### src/rtl/core/dts_pkg.sv
`timescale 1ns / 1ps
`default_nettype none

package dts_pkg;

   localparam int unsigned MAX_RESULTS = 16;
   localparam int unsigned FIRE_CNT_BITS = 5;
   localparam logic [31:0] NONE_DEADLINE = 32'hFFFF_FFFF;

   localparam logic OP_TICK = 1'b0;
   localparam logic OP_SCHEDULE = 1'b1;

   typedef enum logic [1:0] {
      STAT_ACCEPTED = 2'd0,
      STAT_REJECTED = 2'd1,
      STAT_FIRED    = 2'd2
   } status_type;

   typedef enum logic [2:0] {
      ST_IDLE,
      ST_SCAN,
      ST_SCHED_WR,
      ST_FIRE,
      ST_EMIT
   } state_type;

endpackage

`default_nettype wire

### src/rtl/core/dts_ram.sv
`timescale 1ns / 1ps
`default_nettype none

module dts_ram #(
   parameter int unsigned WIDTH = 32,
   parameter int unsigned DEPTH = 16
) (
   input  wire logic                     clock,
   input  wire logic                     wr_en,
   input  wire logic [$clog2(DEPTH)-1:0] wr_addr,
   input  wire logic [WIDTH-1:0]         wr_data,
   input  wire logic                     rd_en,
   input  wire logic [$clog2(DEPTH)-1:0] rd_addr,
   output logic      [WIDTH-1:0]         rd_data
);

   logic [WIDTH-1:0] mem_ff [DEPTH];

   always_ff @(posedge clock) begin
      if (wr_en) begin
         mem_ff[wr_addr] <= wr_data;
      end
      if (rd_en) begin
         rd_data <= mem_ff[rd_addr];
      end
   end

endmodule

`default_nettype wire

### src/rtl/core/deadline_task_scheduler_unit.sv
// Deadline task scheduler.
// The req_ channel carries one item per transfer: op 1 schedules a task whose
// deadline is the current tick count plus req_delay, op 0 advances time by one.
// The rsp_ channel returns results. A schedule item yields exactly one result,
// accepted or rejected when the store is full. A tick item yields one result per
// task that fires, earliest deadline first and ties in insertion order, at most
// sixteen per tick; rsp_last marks the final one, and a tick with nothing due
// yields nothing. Periodic tasks are stored again at their deadline plus period.
// Task data lives in one RAM with a registered read; every item scans it once,
// one entry per cycle, and every firing scans it again. Items are taken one at
// a time; req_ready is high only while the block idles. A finished result
// waits in the output register while rsp_ready is low; the block holds only
// when it has a next result to emit before that one is taken. Reset empties
// the store, clears the tick count and drops any pending result; the block is
// ready in the cycle after reset.
`timescale 1ns / 1ps
`default_nettype none

module deadline_task_scheduler_unit #(
   parameter int unsigned CAPACITY = 16,
   parameter int unsigned ID_BITS = 8
) (
   input  wire logic        clock,
   input  wire logic        reset,
   input  wire logic        req_valid,
   output logic             req_ready,
   input  wire logic        req_op,
   input  wire logic [7:0]  req_task_id,
   input  wire logic [31:0] req_delay,
   input  wire logic [31:0] req_period,
   input  wire logic        req_spawn,
   output logic             rsp_valid,
   input  wire logic        rsp_ready,
   output logic [1:0]       rsp_status,
   output logic [7:0]       rsp_fired_id,
   output logic             rsp_fired_spawn,
   output logic [31:0]      rsp_next_deadline,
   output logic             rsp_last
);
   import dts_pkg::*;

   localparam int unsigned IW = $clog2(CAPACITY);
   localparam int unsigned CW = $clog2(CAPACITY + 1);
   localparam int unsigned EW = 65 + ID_BITS;

   state_type state_ff, state_in;

   logic [31:0]        now_ff, now_in;
   logic               op_ff, op_in;
   logic [ID_BITS-1:0] id_ff, id_in;
   logic [31:0]        delay_ff, delay_in;
   logic [31:0]        period_ff, period_in;
   logic               spawn_ff, spawn_in;

   logic               valid_ff [CAPACITY];
   logic               valid_in [CAPACITY];
   logic [IW-1:0]      rank_ff [CAPACITY];
   logic [IW-1:0]      rank_in [CAPACITY];
   logic [CW-1:0]      count_ff, count_in;

   logic [CW-1:0]      scan_addr_ff, scan_addr_in;
   logic               rd_vld_ff, rd_vld_in;
   logic [IW-1:0]      rd_idx_ff, rd_idx_in;

   logic               best_found_ff, best_found_in;
   logic [IW-1:0]      best_idx_ff, best_idx_in;
   logic [IW-1:0]      best_rank_ff, best_rank_in;
   logic [31:0]        best_dl_ff, best_dl_in;
   logic [31:0]        best_per_ff, best_per_in;
   logic [ID_BITS-1:0] best_id_ff, best_id_in;
   logic               best_spawn_ff, best_spawn_in;
   logic               free_found_ff, free_found_in;
   logic [IW-1:0]      free_idx_ff, free_idx_in;

   logic [FIRE_CNT_BITS-1:0] nfire_ff, nfire_in;
   logic               pend_ff, pend_in;
   status_type         res_status_ff, res_status_in;
   logic [31:0]        res_next_ff, res_next_in;
   logic [ID_BITS-1:0] res_id_ff, res_id_in;
   logic               res_spawn_ff, res_spawn_in;

   logic               rsp_valid_ff, rsp_valid_in;
   logic [1:0]         rsp_status_ff, rsp_status_in;
   logic [7:0]         rsp_id_ff, rsp_id_in;
   logic               rsp_spawn_ff, rsp_spawn_in;
   logic [31:0]        rsp_next_ff, rsp_next_in;
   logic               rsp_last_ff, rsp_last_in;

   logic               ram_wr_en;
   logic [IW-1:0]      ram_wr_addr;
   logic [EW-1:0]      ram_wr_data;
   logic               ram_rd_en;
   logic [EW-1:0]      ram_rd_data;

   logic [31:0]        rd_dl;
   logic [31:0]        rd_per;
   logic [ID_BITS-1:0] rd_id;
   logic               rd_spawn;
   logic               req_fire;
   logic               scan_done;
   logic               due;
   logic               due_scan;
   logic               more;
   logic               out_free;
   logic [31:0]        cur_next;
   logic [31:0]        new_dl;
   logic [31:0]        rearm_dl;

   dts_ram #(
      .WIDTH(EW),
      .DEPTH(CAPACITY)
   ) u_entry_ram (
      .clock  (clock),
      .wr_en  (ram_wr_en),
      .wr_addr(ram_wr_addr),
      .wr_data(ram_wr_data),
      .rd_en  (ram_rd_en),
      .rd_addr(scan_addr_ff[IW-1:0]),
      .rd_data(ram_rd_data)
   );

   assign {rd_dl, rd_per, rd_id, rd_spawn} = ram_rd_data;

   assign req_fire = req_valid && req_ready;
   assign scan_done = rd_vld_ff && (rd_idx_ff == IW'(CAPACITY - 1));
   assign due = best_found_ff && (best_dl_ff <= now_ff);
   assign due_scan = best_found_in && (best_dl_in <= now_ff);
   assign more = due && (nfire_ff < FIRE_CNT_BITS'(MAX_RESULTS));
   assign out_free = !rsp_valid_ff || rsp_ready;
   assign cur_next = best_found_ff ? best_dl_ff : NONE_DEADLINE;
   assign new_dl = now_ff + delay_ff;
   assign rearm_dl = best_dl_ff + best_per_ff;

   // Next state.
   always_comb begin
      state_in = state_ff;
      case (state_ff)
         ST_IDLE: begin
            if (req_fire) begin
               state_in = ST_SCAN;
            end
         end
         ST_SCAN: begin
            if (scan_done) begin
               if (op_ff == OP_SCHEDULE) begin
                  state_in = ST_SCHED_WR;
               end else if (pend_ff) begin
                  state_in = ST_EMIT;
               end else if (due_scan) begin
                  state_in = ST_FIRE;
               end else begin
                  state_in = ST_IDLE;
               end
            end
         end
         ST_SCHED_WR: state_in = ST_EMIT;
         ST_FIRE:     state_in = ST_SCAN;
         ST_EMIT: begin
            if (out_free) begin
               state_in = (op_ff == OP_TICK && more) ? ST_FIRE : ST_IDLE;
            end
         end
         default: state_in = ST_IDLE;
      endcase
   end

   // Control outputs.
   always_comb begin
      req_ready = 1'b0;
      ram_rd_en = 1'b0;
      ram_wr_en = 1'b0;
      ram_wr_addr = best_idx_ff;
      ram_wr_data = {rearm_dl, best_per_ff, best_id_ff, best_spawn_ff};
      case (state_ff)
         ST_IDLE: req_ready = 1'b1;
         ST_SCAN: ram_rd_en = (scan_addr_ff < CW'(CAPACITY));
         ST_SCHED_WR: begin
            ram_wr_en = free_found_ff;
            ram_wr_addr = free_idx_ff;
            ram_wr_data = {new_dl, period_ff, id_ff, spawn_ff};
         end
         ST_FIRE: ram_wr_en = (best_per_ff != 32'd0);
         ST_EMIT: ;
         default: ;
      endcase
   end

   // Datapath.
   always_comb begin
      now_in = now_ff;
      op_in = op_ff;
      id_in = id_ff;
      delay_in = delay_ff;
      period_in = period_ff;
      spawn_in = spawn_ff;
      valid_in = valid_ff;
      rank_in = rank_ff;
      count_in = count_ff;
      scan_addr_in = scan_addr_ff;
      rd_vld_in = 1'b0;
      rd_idx_in = scan_addr_ff[IW-1:0];
      best_found_in = best_found_ff;
      best_idx_in = best_idx_ff;
      best_rank_in = best_rank_ff;
      best_dl_in = best_dl_ff;
      best_per_in = best_per_ff;
      best_id_in = best_id_ff;
      best_spawn_in = best_spawn_ff;
      free_found_in = free_found_ff;
      free_idx_in = free_idx_ff;
      nfire_in = nfire_ff;
      pend_in = pend_ff;
      res_status_in = res_status_ff;
      res_next_in = res_next_ff;
      res_id_in = res_id_ff;
      res_spawn_in = res_spawn_ff;
      rsp_valid_in = rsp_valid_ff && !rsp_ready;
      rsp_status_in = rsp_status_ff;
      rsp_id_in = rsp_id_ff;
      rsp_spawn_in = rsp_spawn_ff;
      rsp_next_in = rsp_next_ff;
      rsp_last_in = rsp_last_ff;

      case (state_ff)
         ST_IDLE: begin
            scan_addr_in = '0;
            best_found_in = 1'b0;
            free_found_in = 1'b0;
            nfire_in = '0;
            pend_in = 1'b0;
            if (req_fire) begin
               op_in = req_op;
               id_in = ID_BITS'(req_task_id);
               delay_in = req_delay;
               period_in = req_period;
               spawn_in = req_spawn;
               if (req_op == OP_TICK) begin
                  now_in = now_ff + 32'd1;
               end
            end
         end
         ST_SCAN: begin
            if (scan_addr_ff < CW'(CAPACITY)) begin
               scan_addr_in = scan_addr_ff + CW'(1);
               rd_vld_in = 1'b1;
            end
            if (rd_vld_ff) begin
               if (valid_ff[rd_idx_ff]) begin
                  if (!best_found_ff || rd_dl < best_dl_ff ||
                      (rd_dl == best_dl_ff && rank_ff[rd_idx_ff] < best_rank_ff)) begin
                     best_found_in = 1'b1;
                     best_idx_in = rd_idx_ff;
                     best_rank_in = rank_ff[rd_idx_ff];
                     best_dl_in = rd_dl;
                     best_per_in = rd_per;
                     best_id_in = rd_id;
                     best_spawn_in = rd_spawn;
                  end
               end else if (!free_found_ff) begin
                  free_found_in = 1'b1;
                  free_idx_in = rd_idx_ff;
               end
            end
         end
         ST_SCHED_WR: begin
            if (free_found_ff) begin
               valid_in[free_idx_ff] = 1'b1;
               rank_in[free_idx_ff] = IW'(count_ff);
               count_in = count_ff + CW'(1);
               res_status_in = STAT_ACCEPTED;
               res_next_in = (new_dl < cur_next) ? new_dl : cur_next;
            end else begin
               res_status_in = STAT_REJECTED;
               res_next_in = cur_next;
            end
         end
         ST_FIRE: begin
            for (int i = 0; i < CAPACITY; i++) begin
               if (valid_ff[i] && rank_ff[i] > best_rank_ff) begin
                  rank_in[i] = rank_ff[i] - IW'(1);
               end
            end
            if (best_per_ff != 32'd0) begin
               rank_in[best_idx_ff] = IW'(count_ff - CW'(1));
            end else begin
               valid_in[best_idx_ff] = 1'b0;
               count_in = count_ff - CW'(1);
            end
            res_id_in = best_id_ff;
            res_spawn_in = best_spawn_ff;
            nfire_in = nfire_ff + FIRE_CNT_BITS'(1);
            pend_in = 1'b1;
            scan_addr_in = '0;
            best_found_in = 1'b0;
            free_found_in = 1'b0;
         end
         ST_EMIT: begin
            if (out_free) begin
               rsp_valid_in = 1'b1;
               pend_in = 1'b0;
               if (op_ff == OP_SCHEDULE) begin
                  rsp_status_in = res_status_ff;
                  rsp_id_in = 8'd0;
                  rsp_spawn_in = 1'b0;
                  rsp_next_in = res_next_ff;
                  rsp_last_in = 1'b1;
               end else begin
                  rsp_status_in = STAT_FIRED;
                  rsp_id_in = 8'(res_id_ff);
                  rsp_spawn_in = res_spawn_ff;
                  rsp_next_in = cur_next;
                  rsp_last_in = !more;
               end
            end
         end
         default: ;
      endcase
   end

   always_ff @(posedge clock) begin
      if (reset) begin
         state_ff <= ST_IDLE;
         now_ff <= '0;
         count_ff <= '0;
         rd_vld_ff <= 1'b0;
         pend_ff <= 1'b0;
         nfire_ff <= '0;
         rsp_valid_ff <= 1'b0;
         for (int i = 0; i < CAPACITY; i++) begin
            valid_ff[i] <= 1'b0;
         end
      end else begin
         state_ff <= state_in;
         now_ff <= now_in;
         count_ff <= count_in;
         rd_vld_ff <= rd_vld_in;
         pend_ff <= pend_in;
         nfire_ff <= nfire_in;
         rsp_valid_ff <= rsp_valid_in;
         valid_ff <= valid_in;
      end
   end

   always_ff @(posedge clock) begin
      op_ff <= op_in;
      id_ff <= id_in;
      delay_ff <= delay_in;
      period_ff <= period_in;
      spawn_ff <= spawn_in;
      rank_ff <= rank_in;
      scan_addr_ff <= scan_addr_in;
      rd_idx_ff <= rd_idx_in;
      best_found_ff <= best_found_in;
      best_idx_ff <= best_idx_in;
      best_rank_ff <= best_rank_in;
      best_dl_ff <= best_dl_in;
      best_per_ff <= best_per_in;
      best_id_ff <= best_id_in;
      best_spawn_ff <= best_spawn_in;
      free_found_ff <= free_found_in;
      free_idx_ff <= free_idx_in;
      res_status_ff <= res_status_in;
      res_next_ff <= res_next_in;
      res_id_ff <= res_id_in;
      res_spawn_ff <= res_spawn_in;
      rsp_status_ff <= rsp_status_in;
      rsp_id_ff <= rsp_id_in;
      rsp_spawn_ff <= rsp_spawn_in;
      rsp_next_ff <= rsp_next_in;
      rsp_last_ff <= rsp_last_in;
   end

   assign rsp_valid = rsp_valid_ff;
   assign rsp_status = rsp_status_ff;
   assign rsp_fired_id = rsp_id_ff;
   assign rsp_fired_spawn = rsp_spawn_ff;
   assign rsp_next_deadline = rsp_next_ff;
   assign rsp_last = rsp_last_ff;

endmodule

`default_nettype wire

### config.mk
export PLATFORM = sky130hd
export DESIGN_NAME = deadline_task_scheduler_unit
export DESIGN_NICKNAME = d
export VERILOG_FILES = /design/src/rtl/core/dts_pkg.sv /design/src/rtl/core/dts_ram.sv /design/src/rtl/core/deadline_task_scheduler_unit.sv
export SDC_FILE = /design/constraint.sdc
export NUM_CORES = 2
export LEC_CHECK = 0
export BUFFER_PORTS_ARGS = -buffer_cell sky130_fd_sc_hd__buf_2
export CORE_MARGIN = 1
export CORE_UTILIZATION = 25
export DETAILED_ROUTE_END_ITERATION = 8
export PLACE_DENSITY_LB_ADDON = 0.05
export SYNTH_ARGS = -nofsm -noshare
export SYNTH_HDL_FRONTEND = slang
export SYNTH_SLANG_ARGS = --single-unit
### constraint.sdc
create_clock -name clock -period 5.1 [get_ports clock]
set_input_delay 0 -clock clock [delete_from_list [all_inputs] [get_ports clock]]
set_output_delay 0 -clock clock [all_outputs]
set_load 0.1 [all_outputs]
## Word level (Yosys, flattened, before mapping)

Memory sizes are Yosys's and may differ from the RTL's. A register that Yosys moved wholly into a read port is not among the register bits.
Cells that the tools add are included.

| word-level totals | value |
|---|---|
| bits in writable memories | 1168 |
| logic and storage cells | 289 |
| flip-flop bits (word level) | 385 |
| input port bits | 78 |
| output and inout port bits | 46 |
| memories kept | 1 |

| cells by class | value |
|---|---|
| magnitude comparators | 28 |
| add/subtract/negate cells | 23 |
| multiplexer cells | 96 |
| equality and inequality tests | 14 |
| reductions and logical operators | 52 |
| bitwise gates (word level) | 11 |

Memory list:

| name | depth | width | read ports | clocked after Yosys merged registers in | write ports | line | source |
|---|---|---|---|---|---|---|---|
| u_entry_ram.mem_ff | 16 | 73 | 1 | 1 | 1 | dts_ram.sv:17 | `logic [WIDTH-1:0] mem_ff [DEPTH];` |

Operators by type and width:

| operator | count |
|---|---|
| 2-to-1 mux 32 bit | 8 |
| 2-to-1 mux 4 bit | 37 |
| bitwise mux 64 bit | 2 |
| 2-to-1 mux 64 bit | 2 |
| case mux 64 bit (2 select lines) | 1 |
| 2-to-1 mux 73 bit | 1 |
| adder 32 bit | 2 |
| greater-than comparator 4 bit | 16 |
| less-or-equal comparator 32 bit | 2 |
| less-than comparator 32 bit | 2 |
| subtractor 4 x 1 -> 4 bit, second input constant | 16 |
| adder 32 x 1 -> 32 bit, second input constant | 1 |
| demux 4 bit (select 4 bit) | 2 |
| equality test 32 bit | 1 |
| 2-to-1 mux 16 bit | 2 |
| case mux 16 bit (2 select lines) | 1 |
| nonzero test 32 bit | 1 |
| case mux 5 bit (2 select lines) | 3 |
| logical AND 1 bit | 26 |
| 2-to-1 mux 1 bit | 18 |
| AND 16 bit | 1 |
| binary-select mux 4 bit (select 4 bit) | 1 |
| inequality test 2 bit, second input constant | 8 |
| inverter 16 bit | 1 |
| 30 further kinds | 69 |

## Depth between registers and ports, before layout

| logic depth | value |
|---|---|
| depth in word-level cells | 18 |
| mapped depth | 22 |
| mapped depth without buffers | 21 |

## Hierarchy

From an unflattened synthesis, not the netlist that was laid out.

| unflattened totals | value |
|---|---|
| cells, all modules | 4488 |
| area total of the unflattened synthesis | 71358.4 µm² |

Modules (own cells, without submodules):

| module | seq. area each (µm²) | cells an instance | instances | area each (µm²) |
|---|---|---|---|---|
| dts_ram | 37265.7 | 1875 | 1 | 45857.7 |
| deadline_task_scheduler_unit | 10500.1 | 2613 | 1 | 25500.7 |

## Worst setup path before layout

Ideal clock, no wire load.

| timing | value |
|---|---|
| path type | register to register |
| start point | reg rd_idx_ff[0] |
| end point | reg state_ff[1] |
| arrival time | 5.403 ns |
| library setup time | 0.074 ns |
| stages on the path, launching flop included | 22 |
| period minus slack after synthesis | 5.478 ns |
| buffers on the path | 3 |
| slack | -0.378 ns |
| required time | 5.026 ns |
| path through | dfxtp_1 -> buf_4 -> buf_1 -> mux4_2 -> mux4_2 -> ha_1 -> a21o_1 -> a211oi_1 -> nand4_1 -> o21ai_2 -> o21bai_2 -> buf_6 -> mux2_4 -> ha_1 -> a21o_1 -> a21o_1 -> a21oi_1 -> nor2_1 -> a2111oi_0 -> o21ai_0 -> a311o_1 -> a31oi_1 |

| between the ends | value |
|---|---|
| word-level cells in the longest chain between the ends | 18 |

Ends and longest elaborated chain:

| element | line | source |
|---|---|---|
| from (decl) | deadline_task_scheduler_unit.sv:63 | `logic [IW-1:0] rd_idx_ff, rd_idx_in;` |
| from (signal assigned) | deadline_task_scheduler_unit.sv:352 | `rd_idx_ff <= rd_idx_in;` |
| inverter 4 -> 5 bit (not written as such) * | deadline_task_scheduler_unit.sv:248, deadline_task_scheduler_unit.sv:250 |  |
| binary-select mux 4 bit (select 4 bit) | deadline_task_scheduler_unit.sv:250 | `(rd_dl == best_dl_ff && rank_ff[rd_idx_ff] < best_rank_ff)) begin` |
| 2-to-1 mux 4 bit (not written as such) (2 in a row) | deadline_task_scheduler_unit.sv:250 |  |
| less-than comparator 4 bit | deadline_task_scheduler_unit.sv:250 |  |
| logical AND 1 bit | deadline_task_scheduler_unit.sv:250 |  |
| logical OR 1 bit | deadline_task_scheduler_unit.sv:249 | `if (!best_found_ff \|\| rd_dl < best_dl_ff \|\|` |
| 2-to-1 mux 32 bit | deadline_task_scheduler_unit.sv:249 |  |
| 2-to-1 mux 32 bit * | deadline_task_scheduler_unit.sv:248 | `if (valid_ff[rd_idx_ff]) begin` |
| [2 not listed] | n/a |  |
| named net best_dl_in[9] | deadline_task_scheduler_unit.sv:68 | `logic [31:0] best_dl_ff, best_dl_in;` |
| less-or-equal comparator 32 bit * | deadline_task_scheduler_unit.sv:127 | `assign due_scan = best_found_in && (best_dl_in <= now_ff);` |
| logical AND 1 bit * | deadline_task_scheduler_unit.sv:127 |  |
| 2-to-1 mux 2 bit * | deadline_task_scheduler_unit.sv:149 | `end else if (due_scan) begin` |
| 2-to-1 mux 3 bit * | deadline_task_scheduler_unit.sv:147 | `end else if (pend_ff) begin` |
| 2-to-1 mux 3 bit * | deadline_task_scheduler_unit.sv:145 | `if (op_ff == OP_SCHEDULE) begin` |
| 2-to-1 mux 3 bit * | deadline_task_scheduler_unit.sv:144 | `if (scan_done) begin` |
| case mux 3 bit (5 select lines) * | deadline_task_scheduler_unit.sv:137 | `case (state_ff)` |
| to (signal assigned) | deadline_task_scheduler_unit.sv:333 | `state_ff <= state_in;` |
| to (decl) | deadline_task_scheduler_unit.sv:46 | `state_type state_ff, state_in;` |

The timed path passes the listed nets; every way through them passes the cells marked *. The select of a mux whose other input is x is not followed.
A chain may end at the register's enable or synchronous reset.

## Worst setup path after layout

Same ends and word-level chain as after synthesis.

==> run summary <==
Internal: 26300 uW
Reg2reg setup slack: -0.04 ns
WL met1: 120000 um
Status: finished, violations left
DR vias/cell: 4.63
Hold path depth: 2
Starting Density: 25.2%
Routed length on met2: 115000 um
P_leak: 0.0295 uW
Switching power: 9560 uW
Final period utilization: 101%
Die width: 536 um
Ranking of synthesized cells by area: edfxtp_1 64%, mux4_2 12%, ha_1 4.9%
Final Slew Violations: 0
CTS H-tree depth: 4
Final WL: 248000 um
HPWL after detailed placement: 150000 um
Top Layer Used: met5
R2R cell count: 22
Measured slew at the worst slew-check pin: 1.25 ns
Number of CTS-inserted buffers: 199
Drt drc: 0
Remaining antenna violation count: 0
Clk_skew: 0.0810 ns
Synth Register Bits: 1624
Clock latency on the worst-skew pair: 0.88 ns
CP Capture Type: register
EDFF count, synth: 1524
Part of the power in registers: 43.6%
Min Tclk post-route: 5.14 ns
TritonCTS clock tree: yes
PwrDens: 413 nW/um2
Post-synth top flop: edfxtp_1
Pre-CTS WS: -0.400 ns
Failing checks: negative setup slack
Yosys top cell by area: edfxtp_1
Root buf cell: clkbuf_16
Number of global-route vias before repair: 42900
Number of nets in the layout: 5367
Final hold viol count: 0
Clock share of power: 38.4%
Overall power: 35900 uW
Synth cell types: 77
Clk pin slew, worst setup/hold paths: 0.06 ns
Synth cell count leaders: 1524 x edfxtp_1, 389 x mux4_2, 337 x nand2_1
Post-synthesis net count: 4776
IO Port Bufs: 123
Combinational cell fraction of total power: 18.0%
Worst Hold Class: in2reg
Min-Delay Endpoint: period_ff[1]
Post-route setup slack: -0.0396 ns
Peak Freq: 0.195 GHz
CP max FO: 5
Relative slew slack: 16.6%
Fraction of the yosys area taken by sequential cells: 66.9%
Number of DRC markers in iteration 0: 3077
Reg-to-reg startpoint: rd_idx_ff[0]
Signal arrival time at the worst endpoint: 5.87 ns
Yosys Warn Count: 0
Setup CP Type: reg2reg
WL met3: 8120 um
Initial antenna violation count: 9
CORE AREA: 283000 um2
Cell with the most instances after synthesis: edfxtp_1
Post-Synthesis Cell Area: 71400 um2
Area after DPL: 78600 um2
HP Start: req_period[1]
CP required: 5.83 ns
Max-cap violation count: 0
VDD IR max: 0.000258 V
Reg2reg end: state_ff[1]
Routability cong.: 0.807
Layout area overhead: 21.7%
FP Rows: 195
Total GRT Usage: 17.1%
Remaining global-route overflow: 0
Final setup viols: 2
I/O Pins: 124
DIE AREA: 288000 um2
Switch share: 26.7%
RSZ-0062 raised after global routing: true
Gate Count Post-Synth: 4419
DR pass1 iterations: 5
Finished Cell Area: 86800 um2
Layout cells sized above 1: 23.3%
Syn avg cell area: 16.1 um2
Routed length per instance: 27.8 um
Max clock buf depth: 4
Ys async rst share: 0%
Largest net degree at the start of global routing: 126
Share of the synthesized area in the top cell type: 64.1%
First-pass GRT wire length: 346000 um
CP startpoint kind: register
CTS Sinks: 1624
Vias after detailed routing: 41300
Die Ht: 536 um
## per-stage QoR
stage | cells | TNS [ns] | hold slack, ns | util [%]
finish | 8918 | -0.0406 | 0.112 | 30.7
global route | 8917 | -0.484 | 0.0746 | 30.7
CTS | 8912 | -0.210 | 0.0537 | 30.6
detailed placement | 8387 | -3.19 | 0.178 | 27.8
global placement | 8387 | -0.917 | 0.176 | 27.8
floorplan | 4419 | -30.84 | 0.0989 | -
## layer usage
| metal | vias to the layer above | GRT usage [%] |
|---|---|---|
| li1 | 18500 | - |
| met1 | 21700 | 24.7 |
| met2 | 756 | 27.6 |
| met3 | 263 | 2.12 |
| met4 | 2 | 3.30 |
| met5 | - | 0 |
## power groups by stage
stage	logic (uW)	registers, uW	clock network, uW
finish	6450	15600	13800
global route	7050	15700	14700
CTS	6630	15700	14300
detailed placement	6410	15900	0
global placement	6440	15900	0
floorplan	3910	15900	0
## layout make-up
type | count | area (um2)
antenna | 3 | 7.51
clock buffer | 267 | 5380
clock inverter | 96 | 827
fill | 28000 | 196000
inverter | 140 | 533
multi-input combinational | 2468 | 22800
sequential | 1624 | 47800
tap | 3743 | 4680
timing repair buffer | 577 | 4880
## critical path: stages, from the launching register on
cell	delay, ns
dfxtp_4	0.38
buf_12	0.14
buf_8	0.11
mux4_2	0.55
mux4_2	0.55
ha_4	0.18
a21o_1	0.18
a211oi_2	0.23
nand4_1	0.14
o21ai_2	0.18
o21bai_4	0.12
buf_4	0.15
mux2_4	0.31
ha_4	0.22
a21o_1	0.17
a21o_1	0.18
a21oi_2	0.11
nor2_1	0.06
a2111oi_2	0.40
buf_4	0.17
o21ai_1	0.07
a311o_1	0.30
a31oi_1	0.14
## cells by family (layout without fill, tap and decap cells)
| group | Yosys count | in the layout | share of synthesized area (%) |
|---|---|---|---|
| AOI/OAI and AO/OA | 624 | 624 | 5.08 |
| xor gates and xnor gates | 136 | 136 | 1.67 |
| DFF | 1624 | 1624 | 66.9 |
| muxes | 446 | 446 | 13.3 |
| adders and majority gates | 279 | 279 | 4.91 |
| other | 0 | 3 | 0 |
| and+or+nand+nor | 983 | 983 | 6.33 |
| buffers and inverters | 327 | 1080 | 1.78 |
## flip-flops by register name, summed over array words and instances (netlist names), 16 cells and up
name	count
rank_ff	64
best_per_ff	32
best_dl_ff	32
now_ff	32
period_ff	32
delay_ff	32
valid_ff	16
res_next_ff	32
u_entry_ram.mem_ff	1168
rsp_next_deadline	32
u_entry_ram.rd_data	73
## layout by cell type, fill, tap and decap left out, drive strengths merged, types with 115 or more instances in the layout
master,Yosys,routed
ha,277,277
a21oi,259,259
nor2,298,298
inv,138,144
xnor2,115,115
clkbuf,139,267
buf,48,425
edfxtp,1524,1524
o21ai,174,174
nand2,337,337
mux4,389,389
dlygate4sd3,0,151
## repair_timing
item,4_1_cts,5_1_grt
endpoints found under the hold margin,109,0
gates resized for setup,30,29
pin swaps,18,17
setup buffers,8,5
cloned,3,0
hold buffers,151,0
endpoints found under the setup margin,34,34
## worst max-delay path by stage
stage | from | endpoint | slack [ns] | cells past startpoint
after floorplan | state_ff[1] | u_entry_ram.mem_ff[9][0] | -0.06 | 8
after global placement | rd_idx_ff[0] | state_ff[1] | -0.36 | 21
after detailed placement | rd_idx_ff[0] | state_ff[1] | -0.40 | 22
after CTS | rd_idx_ff[0] | state_ff[1] | -0.12 | 23
after global routing | rd_idx_ff[0] | state_ff[1] | -0.24 | 23
final | rd_idx_ff[0] | state_ff[1] | -0.04 | 22
No activity file was read; power rests on OpenSTA's default activity.
